### src/hdl/brf_ram.sv
// Simple dual-port RAM: one write port, one read port with registered data.
module brf_ram #(
  parameter int unsigned WIDTH = 8,
  parameter int unsigned DEPTH = 256
) (
  input  logic                     clk,
  input  logic                     we,
  input  logic [$clog2(DEPTH)-1:0] waddr,
  input  logic [WIDTH-1:0]         wdata,
  input  logic                     re,
  input  logic [$clog2(DEPTH)-1:0] raddr,
  output logic [WIDTH-1:0]         rdata
);

  logic [WIDTH-1:0] mem [DEPTH];

  // Read data holds while no read is issued.
  always_ff @(posedge clk) begin
    if (we) begin
      mem[waddr] <= wdata;
    end
    if (re) begin
      rdata <= mem[raddr];
    end
  end

endmodule

### config.mk
export PLATFORM = sky130hd
export DESIGN_NAME = brf_ram
export DESIGN_NICKNAME = d
export VERILOG_FILES = /design/src/hdl/brf_ram.sv
export SDC_FILE = /design/constraint.sdc
export NUM_CORES = 2
export LEC_CHECK = 0
export BUFFER_PORTS_ARGS = -buffer_cell sky130_fd_sc_hd__buf_2
export CAP_MARGIN = 10
export CELL_PAD_IN_SITES_DETAIL_PLACEMENT = 1
export CELL_PAD_IN_SITES_GLOBAL_PLACEMENT = 2
export CORE_ASPECT_RATIO = 1.75
export CORE_MARGIN = 4
export CORE_UTILIZATION = 46
export CTS_CLUSTER_SIZE = 24
export DETAILED_ROUTE_END_ITERATION = 16
export PLACE_DENSITY = 0.78
export SETUP_SLACK_MARGIN = 0.4
export SLEW_MARGIN = 20
export SYNTH_ARGS = -nofsm -noshare
export SYNTH_HDL_FRONTEND = slang
export SYNTH_SLANG_ARGS = --single-unit
### constraint.sdc
create_clock -name clk -period 2.4 [get_ports clk]
set_input_delay 0.48 -clock clk [delete_from_list [all_inputs] [get_ports clk]]
set_output_delay 0.48 -clock clk [all_outputs]
set_load 0.02 [all_outputs]
After elaboration in Yosys (flattened, before gate mapping). Memory sizes are Yosys's and may differ from the RTL's. A register that Yosys moved wholly into a read port is not among the register bits. Cells that the tools add are included.

Mux-type cells: 2.

Operators by type and width (number): $mux 1 (2).

Flip-flop bits (word level): 0. Memories: 1. Bits in writable memories: 2048. Bits of input ports: 27. Output and inout bits: 8.

Memory list: mem (depth 256, width 8, read ports 1, clocked after memory_dff 1, wr ports 1, line 15) `logic [WIDTH-1:0] mem [DEPTH];`.

Logic depth before layout (Yosys ltp).
Depth in word-level cells: 2. Gate-level depth with buffers: 11. Mapped depth without buffers: 6.

Worst setup path before layout. Ideal clock, no wire load.

Path kind: input -> register. Start point: input raddr[0]. End point: register rdata[2] (read register of mem), data pin. Stages: 9. Setup time: 269 ps. Arrival: 2287 ps. Path slack: -156 ps. Cell sequence: buf_6 > buf_12 > buf_8 > buf_2 > mux4_2 > a22oi_1 > a21oi_1 > nor4_1 > nor4_2.

RTL lines: start: declaration (line 11) `input logic [$clog2(DEPTH)-1:0] raddr,`; end: declaration (line 12) `output logic [WIDTH-1:0] rdata`.

==> results.cfg <==
[worst_setup_path]
reg2reg_depth = 8
required_ps = 2980
r2r-end = rdata[7]$_DFFE_PP_
critPathTopFamily = multiplexers
cp_data_arrival_time_ps = 3020
rrSetupSlack_ps = -30
path_cells = mux4_2 > mux4_2 > nor2_2 > buf_4 > a2111oi_2 > nor3_2 > buf_4 > nor4_2
critPathMaxFanout = 1
critPathLaunchType = flip-flop
critPathMaxStageDelay_ps = 540
critical_path_cell_count = 8
cp_slowest_cell = mux4_2
worstSetupPathType = reg2reg
crit_buf_inv = 2
cp-end-kind = flip-flop
reg2reg_from = mem[139][7]$_DFFE_PP_

[run_status]
status = finished, violations left
violations = negative setup slack

[floorplan]
fp.dieW_microns = 322.5
die_y_microns = 558.4
core_area_sq_um = 171800
die_area_sq_um = 180100
initial_core_util = 0.4636
io_pins = 35
fp-row-count = 201

[clocking]
clk_latency_ps = 830
numCtsBuffers = 183
cts.sinks = 2056
cts_tree = yes
cts_root_buf = clkbuf_16
hold_buffers = 0
clkTransAtPathRegs_ps = 70
clk_path_buf_depth = 4
ctsHtreeMaxLevel = 4

[timing]
setup_violations = 1
fin_crit_sh = 1.014
slew_violations = 0
setup_slack_ps = -32.46
fin_tns_setup_ps = -32.46
relSlewSlack = 0.5770
max_freq_ghz = 0.4111
worst_hold_slack_ps = 60.40
finalHoldViolCount = 0
worst_pin_slew_ps = 632.2
skew_ps = 57.09
rsz0062_at_grt = yes
fin_crit_ps = 2432

[pwr]
p_per_area_nw_per_um2 = 765.6
p_leak_nw = 30.18
ir_drop_mv = 0.6400
total_power_mw = 72.56

[hold_path]
whs_endpoint = rdata[0]$_DFFE_PP_
whs_path_depth = 1
hp-start = re
min_path_type = in2reg

[placed_design]
dp.final_hpwl_microns = 153400
port_buffers = 34
gp_congestion = 0.8932
dpl-instance-area_sq_um = 88350

[global_route]
grt_usage = 0.2559
grt-ovfl-total = 0
first_global_vias = 44610
grt_max_degree = 108
grt_pass1_wl_microns = 328400
antenna_found_initial = 7

[synth]
netlist_instances = 3733
yosys_warnings = 0
synthTopCellsByArea = edfxtp_1, mux4_2, mux2i_1, nor2_1, a22oi_1
syn_area_sq_um = 79640
yosys.area.top_type = edfxtp_1
yosys_most_used_dff = edfxtp_1
synth_cell_types = 54
ys_seq_area_frac = 0.7753
synth-seq-cells = 2056
async_flop_share = 0
syn_area_per_cell_sq_um = 21.33
synth_top_cell_area_share = 0.7753
synth-edff-count = 2056
synthesis.nets = 3760

[cells_and_area]
final_area_sq_um = 94780
final_cell_mix = edfxtp_1, buf_4, mux4_2
fin_nets = 4403
drive_above_1_share = 0.3571
layout_commonest_cell = edfxtp_1
area_growth_pct = 19.01

[routing]
wl_per_cell_microns = 33.73
initialDrtViolationCount = 4117
dr.pass1.iters = 6
drc = 0
routed_via_density = 6.140
antenna_left = 0
wl_microns = 227600
vias = 41420

[job]
max-cap-violations = 0
## flip-flops by register name, indices dropped and copies added (netlist names)
register,cells
mem,2048
rdata,8
## cells in the mapped netlist (31+ instances only)
master and n:
nand2_1 33, nor2b_1 31, edfxtp_1 2056, mux4_2 454, clkbuf_1 111, mux2i_1 134
buf_2 31, a22oi_1 133, o221ai_1 46, nand3_1 34, nor2_1 282, a21oi_1 96
## per-layer routing
| layer | global-route usage | vias up | wire (microns) |
|---|---|---|---|
| li1 | - | 16970 | - |
| met1 | 0.2956 | 22330 | 77400 |
| met2 | 0.4692 | 1622 | 124400 |
| met3 | 0.03315 | 490 | 12970 |
| met4 | 0.1249 | 2 | 12740 |
| met5 | 0 | - | 18 |
## logic make-up (layout without fill, tap and decap cells)
| group | count (synthesis) | after routing | share of synthesized area |
|---|---|---|---|
| other cells | 0 | 5 | 0 |
| simple gates | 466 | 466 | 0.02625 |
| flops | 2056 | 2056 | 0.7753 |
| compound gates | 385 | 385 | 0.03416 |
| buf+inv | 235 | 1010 | 0.01829 |
| mux | 591 | 591 | 0.1460 |
## final cells by class
| class | count | area [sq um] |
|---|---|---|
| well taps | 2233 | 2794 |
| diodes | 5 | 12.51 |
| flip-flops and latches | 2056 | 61740 |
| clock buffers | 215 | 4742 |
| clock inverters | 102 | 852.1 |
| inverters | 2 | 7.507 |
| multi-input cells | 1442 | 17900 |
| fillers | 14700 | 76990 |
| repair buffers | 691 | 6726 |
## how the worst max path moves through the flow
| stage | start | slack [ps] | endpoint |
|---|---|---|---|
| finish | mem[139][7]$_DFFE_PP_ | -30 | rdata[7]$_DFFE_PP_ |
| global route | mem[139][7]$_DFFE_PP_ | -80 | rdata[7]$_DFFE_PP_ |
| CTS | mem[139][7]$_DFFE_PP_ | 10 | rdata[7]$_DFFE_PP_ |
| detailed placement | raddr[0] | -1540 | rdata[7]$_DFFE_PP_ |
| global placement | raddr[0] | -1750 | rdata[7]$_DFFE_PP_ |
| floorplan | raddr[0] | -40 | rdata[0]$_DFFE_PP_ |
## metrics by stage
stage	setup WS, ps	utilization	instances
4_1_cts	9.726	0.5510	6741
2_1_floorplan	-37.40	-	3733
3_5_place_dp	-1536	0.5143	6413
6_report	-32.46	0.5518	6746
3_3_place_gp	-1749	0.5143	6413
5_1_grt	-76.88	0.5517	6742
## report_power, final
part | leakage (nW) | internal [mW] | switching (mW) | total (mW)
clock network | 2.73 | 15.4 | 12.8 | 28.3
logic | 8.96 | 1.90 | 2.78 | 4.68
registers | 18.5 | 39.6 | 0.0530 | 39.6
total | 30.2 | 56.9 | 15.7 | 72.6
## timing repair
item                                    CTS  global route
pin swaps                                26            10
gates cloned                              1             0
endpoints found under the setup margin   14            13
resized for setup                       111            23
setup buffers                            10             0
Note: power is estimated with default switching activity, not from simulation.
