<file path="config.mk">
export PLATFORM = sky130hd
export DESIGN_NAME = brf_apb
export DESIGN_NICKNAME = d
export VERILOG_FILES = /design/src/hdl/brf_pkg.sv /design/src/hdl/brf_apb.sv
export SDC_FILE = /design/constraint.sdc
export NUM_CORES = 1
export LEC_CHECK = 0
export BUFFER_PORTS_ARGS = -buffer_cell sky130_fd_sc_hd__buf_2
export CAP_MARGIN = 15
export CELL_PAD_IN_SITES_DETAIL_PLACEMENT = 1
export CELL_PAD_IN_SITES_GLOBAL_PLACEMENT = 2
export CORE_UTILIZATION = 13
export CTS_CLUSTER_SIZE = 8
export DETAILED_ROUTE_END_ITERATION = 12
export PLACE_DENSITY = 0.9
export SYNTH_ARGS = -nofsm -noshare
export SYNTH_HDL_FRONTEND = slang
export SYNTH_SLANG_ARGS = --single-unit
</file>
<file path="constraint.sdc">
create_clock -name clk -period 0.81 [get_ports clk]
set_input_delay 0.162 -clock clk [delete_from_list [all_inputs] [get_ports clk]]
set_output_delay 0.162 -clock clk [all_outputs]
set_load 0.1 [all_outputs]
</file>
<file path="src/hdl/brf_pkg.sv">
package brf_pkg;

  // Store geometry: DEPTH slots, one always kept free.
  localparam int unsigned DEPTH = 8192;
  localparam int unsigned PTR_W = $clog2(DEPTH);

  // Item field widths.
  localparam int unsigned CMD_W    = 2;
  localparam int unsigned LEN_W    = 13;
  localparam int unsigned BYTE_W   = 8;
  localparam int unsigned STATUS_W = 3;
  localparam int unsigned FILL_W   = 13;

  // Packet size register.
  localparam int unsigned PSIZE_W = 7;
  localparam logic [PSIZE_W-1:0] PSIZE_RESET = 7'd30;
  localparam logic [PSIZE_W-1:0] MAX_PACKET  = 7'd64;

  // Configuration port.
  localparam int unsigned APB_ADDR_W = 3;
  localparam int unsigned APB_DATA_W = 32;
  localparam logic REG_PACKET_SIZE = 1'b0;

  // Width that holds every quantity compared against the fill level.
  localparam int unsigned CMP_W = ((PTR_W > LEN_W) ? PTR_W : LEN_W) + 1;

  typedef logic [PTR_W-1:0] ptr_t;

  localparam ptr_t PTR_LAST = ptr_t'(DEPTH - 1);
  localparam logic [PTR_W:0] DEPTH_EXT = (PTR_W + 1)'(DEPTH);

  typedef enum logic [CMD_W-1:0] {
    CMD_BURST = 2'd0,
    CMD_BYTE  = 2'd1,
    CMD_READ  = 2'd2
  } cmd_t;

  typedef enum logic [STATUS_W-1:0] {
    ST_BURST_OK     = 3'd0,
    ST_BURST_REJECT = 3'd1,
    ST_BYTE_DONE    = 3'd2,
    ST_READ_BYTE    = 3'd3,
    ST_READ_REFUSED = 3'd4
  } status_t;

  // Next slot round the ring.
  function automatic ptr_t ptr_inc(input ptr_t p);
    return (p == PTR_LAST) ? '0 : ptr_t'(p + 1'b1);
  endfunction

  // Bytes stored between the read and write pointers.
  function automatic ptr_t fill_of(input ptr_t tail, input ptr_t head);
    logic [PTR_W:0] diff;
    diff = {1'b0, tail} + ((tail < head) ? DEPTH_EXT : '0) - {1'b0, head};
    return diff[PTR_W-1:0];
  endfunction

  // Fill level as carried in a result item (low bits only).
  function automatic logic [FILL_W-1:0] fill_field(input ptr_t fill);
    logic [PTR_W+FILL_W-1:0] wide;
    wide = {{FILL_W{1'b0}}, fill};
    return wide[FILL_W-1:0];
  endfunction

endpackage

</file>
<file path="src/hdl/brf_apb.sv">
// Configuration register file: the packet size register.
module brf_apb (
  input  logic                               clk,
  input  logic                               rst,
  input  logic                               psel,
  input  logic                               penable,
  input  logic                               pwrite,
  input  logic [brf_pkg::APB_ADDR_W-1:0]     paddr,
  input  logic [brf_pkg::APB_DATA_W-1:0]     pwdata,
  output logic [brf_pkg::APB_DATA_W-1:0]     prdata,
  output logic                               pready,
  output logic [brf_pkg::PSIZE_W-1:0]        packet_size
);

  logic wr_en;

  assign pready = 1'b1;
  assign wr_en  = psel && penable && pwrite && (paddr[2] == brf_pkg::REG_PACKET_SIZE);

  // Write takes effect in the access phase.
  always_ff @(posedge clk) begin
    if (rst) begin
      packet_size <= brf_pkg::PSIZE_RESET;
    end else if (wr_en) begin
      packet_size <= pwdata[brf_pkg::PSIZE_W-1:0];
    end
  end

  // Read back; addresses beyond the register read as zero.
  always_comb begin
    prdata = '0;
    if (paddr[2] == brf_pkg::REG_PACKET_SIZE) begin
      prdata[brf_pkg::PSIZE_W-1:0] = packet_size;
    end
  end

endmodule

</file>
# Word-level counts from Yosys, hierarchy flattened
# Index checks and enable logic that the tools add are counted.
word_totals:
  register_bits: 7
  latchBits: 0
  ram_bits: 0
  mem_bits_ro: 0
  input_bits: 40
  output_inout_bits: 40
  n_memories: 0
classes:
  add_sub_neg: 0
  n_mul: 0
  div_mod_pow: 0
  magnitude_cmp: 0
  n_eq_ne: 0
  n_shift: 0
  n_mux: 1
  bitwise_logic: 1
  reduce_logical: 3
ops:
  columns: ["cell", "count"]
  rows:
  - ["2-to-1 mux 7 bit", 1]
  - ["logical AND 1 bit", 3]
  - ["inverter 1 bit", 1]

# Logic depth before layout (Yosys ltp)
depth:
  word_depth: 3
  mapped_depth: 3

# Worst setup path before layout
# No wires, ideal clock.
synth_timing:
  path_type: "register to output"
  start: "register packet_size[0] in the netlist's numbering"
  end: "output prdata[0] in the netlist's numbering"
  arrival_time_ns: 1.549
  t_required_ns: 0.648
  setup_slack_ns: -0.901
  path_stages_with_launch: 2
  path_buffers: 0
  cell_sequence: "dfxtp_1 > and2b_2"
synth_via:
  elab_chain_len: 1
synth_lines:
  columns: ["element", "line", "rtl"]
  rows:
  - ["start, declared", "brf_apb.sv:12", "output logic [brf_pkg::PSIZE_W-1:0] packet_size"]
  - ["start signal, assigned", "brf_apb.sv:23", "packet_size <= brf_pkg::PSIZE_RESET;"]
  - ["start signal, assigned", "brf_apb.sv:25", "packet_size <= pwdata[brf_pkg::PSIZE_W-1:0];"]
  - ["2-to-1 mux 7 bit", "brf_apb.sv:32", "if (paddr[2] == brf_pkg::REG_PACKET_SIZE) begin"]
  - ["end, declared", "brf_apb.sv:10", "output logic [brf_pkg::APB_DATA_W-1:0] prdata,"]
# No other way between the ends.

# Worst setup path after layout
layout_timing:
  start: "register packet_size[6] in the netlist's numbering"
  end: "output prdata[6] in the netlist's numbering"
# The elaborated chain is that of the path after synthesis.

==> results.md <==
* **run status** finished, violations left
* **failing checks** setup timing
* **number of distinct library cell variants in the gate-level netlist after synthesis** 10
* **clock root buffer** sky130_fd_sc_hd__clkbuf_8
* **number of buffers added on ports** 26
* **Iter 0 DRT Violations** 9
* **core region area** 4090 µm²
* **static leakage** 0.497 nW
* **mean instance size in the synthesized netlist** 8.59 µm²
* **Net Sw Power** 0.912 mW
* **starting density of the core** 0.139
* **Clock Tree Buf Depth** 2
* **number of nets still failing antenna checks after routing** 0
* **total half-perimeter wirelength after legalization and detailed placement** 1080 µm
* **sequential element share of the synthesized area** 0.247
* **Seq pwr share** 0.194
* **Register-to-Register Setup Slack** -0.02 ns
* **final cycle utilization of the critical path** 1.31
* **cell count of the worst reg-to-reg path** 4
* **worst vdd rail ir drop** 0.368 mV
* **worst hold path stage count** 3
* **Pre-antenna DRT Iters** 2
* **final worst slack** -0.247 ns
* **required time at the worst-slack endpoint** 0.65 ns
* **share of cells above drive strength 1** 0.577
* **Hold Path Origin** pwdata[5]
* **Die X** 68.0 µm
* **type of the worst min-delay path** in2reg
* **startpoint-to-endpoint class of the critical path** reg2out
* **flip-flop count of the largest register, all copies and words added** 7
* **Rows** 23
* **P&R area growth vs syn** 94.5%
* **maximum level of the CTS H-tree** 1
* **Avg Vias per Cell** 3.18
* **TritonCTS buffer count** 3
* **most common cell after layout, fill and taps aside** sky130_fd_sc_hd__conb_1
* **total DRC errors in the routed layout** 0
* **portion of total power attributed to combinational logic** 0.526
* **GRT Resource Usage Total** 0.0639
* **Switching Share** 0.517
* **part of the total power dissipated in the clock network** 0.280
* **Biggest register** packet_size
* **Final Instance Area** 1100 µm²
* **YS warnings** 0
* **net total in the final layout** 145
* **final-report max-slew violation count** 0
* **wire length of the first global-routing pass** 2080 µm
* **Synth Cell Area** 567 µm²
* **endpoint class of the critical path** primary output
* **top flop regs** packet_size x7
* **global-route congestion overflow total** 0
* **FF-to-FF Start** packet_size[4]$_SDFFE_PP1P_
* **Post-Syn Instances** 66
* **capture instance of the worst register-to-register path** packet_size[4]$_SDFFE_PP1P_
* **Hold Path Sink** packet_size[5]$_SDFFE_PP0P_
* **Seq cells post-synth** 7
* **post-route setup TNS** -3.07 ns
* **final core utilization** 0.270
* **# diodes** 0
* **source-to-sink clock delay at the later pin of the worst-skew pair** 0.23 ns
* **Register Area** 166 µm²
* **highest-count cells in the layout ignoring fill and taps** sky130_fd_sc_hd__conb_1, sky130_fd_sc_hd__buf_12, sky130_fd_sc_hd__buf_6, sky130_fd_sc_hd__buf_2
* **maximum clock rate** 0.946 GHz
* **design internal power** 0.851 mW
* **area of the die** 4630 µm²
* **number of ports placed on the die boundary** 80
* **largest net degree at the start of global routing** 15
* **antenna violations before repair** 0
* **routed length per instance** 9.12 µm
* **global placement routability congestion** 0.608
* **time the final worst path needs with I/O delays and setup** 1.06 ns
* **TritonCTS clock tree** done
* **area of combinational cells with multiple inputs** 342 µm²
* **TritonCTS sink count** 7
* **Fillers** 470
* **total of max-cap violations** 0
* **instance area after placement** 957 µm²
* **Power per Cell Area** 1600 nW/µm²
* **Worst-path clk slew** 0.04 ns
* **wire length reported by the detailed router** 1400 µm
* **endpoint arrival time on the critical path** 0.90 ns
* **vertical die dimension** 68.0 µm
* **RSZ-0062 raised after global routing** true
* **routed via count** 489
* **kind of launch point of the worst setup path** register
* **Worst Clk Skew** 0 ns
* **Max Fanout on Critical Path** 2
* **Setup-failing EPs final** 15
* **Hold Fails Final Rpt** 0
* **number of global-route vias before repair** 480
[per-layer routing]
layer / part of all wire / wire length (µm) / global-route usage / up-vias
met4: 0.022 / 31 / 0.0547 / 0
met3: 0.12 / 167 / 0.0200 / 4
met2: 0.51 / 721 / 0.109 / 34
met5: 0 / 0 / 0 / -
met1: 0.34 / 484 / 0.0620 / 222
li1: - / - / - / 229
[worst max-delay path by stage]
stage,startpoint,end
floorplan,packet_size[0]$_SDFFE_PP0P_,prdata[0]
global placement,paddr[2],packet_size[5]$_SDFFE_PP0P_
detailed placement,paddr[2],packet_size[4]$_SDFFE_PP1P_
CTS,packet_size[3]$_SDFFE_PP1P_,prdata[3]
global route,packet_size[4]$_SDFFE_PP1P_,prdata[4]
finish,packet_size[6]$_SDFFE_PP0P_,prdata[6]
[stage by stage]
stage / total power, mW / std cells / setup WS, ns / hold WS [ns]
after floorplan: 1.19 / 90 / -0.286 / 0.306
after global routing: 1.83 / 154 / -0.276 / 0.209
after CTS: 1.77 / 154 / -0.255 / 0.186
after global placement: 1.25 / 146 / -0.158 / 0.418
final: 1.76 / 154 / -0.247 / 0.186
after detailed placement: 1.25 / 146 / -0.208 / 0.427
[cells in the mapped netlist]
master                     number  area [µm²]
sky130_fd_sc_hd__and4b_1        1        10.0
sky130_fd_sc_hd__conb_1         2        7.51
sky130_fd_sc_hd__nand2b_1       6        37.5
sky130_fd_sc_hd__clkbuf_1       1        3.75
sky130_fd_sc_hd__nor2_1         8        30.0
sky130_fd_sc_hd__buf_6          1        11.3
sky130_fd_sc_hd__buf_4         26         195
sky130_fd_sc_hd__mux2i_1        7        70.1
sky130_fd_sc_hd__and2b_2        7        61.3
sky130_fd_sc_hd__dfxtp_1        7         140
[final cells by class]
class,count,area share
timing repair buffer,38,0.442
multi-input combinational,55,0.310
tap,50,0.0568
clock buffer,4,0.0409
sequential,7,0.151
[power groups by stage]
| stage | registers [mW] | logic (mW) | clock network, mW |
|---|---|---|---|
| finish | 0.342 | 0.927 | 0.494 |
| global route | 0.342 | 0.950 | 0.539 |
| CTS | 0.341 | 0.915 | 0.514 |
| detailed placement | 0.346 | 0.901 | 0 |
| global placement | 0.345 | 0.900 | 0 |
| floorplan | 0.403 | 0.785 | 0 |
[cells by family after synthesis]
kind of cell | share of synthesized area
buf+inv | 0.371
simple gates | 0.245
mux | 0.124
flops | 0.247
other cells | 0.0132
[worst max-delay path: stages, from the launching register on]
cell and delay (ns):
sky130_fd_sc_hd__dfxtp_4 0.34, sky130_fd_sc_hd__and2b_4 0.16, sky130_fd_sc_hd__buf_12 0.17
[what timing repair did]
| item | CTS | global route |
|---|---|---|
| setup buffers | 4 | 2 |
| hold buffers | 0 | 0 |
| endpoints found under the setup margin | 14 | 21 |
| gates resized for setup | 9 | 12 |
| pin swaps | 2 | 1 |
(Power assumes the default switching activity.)
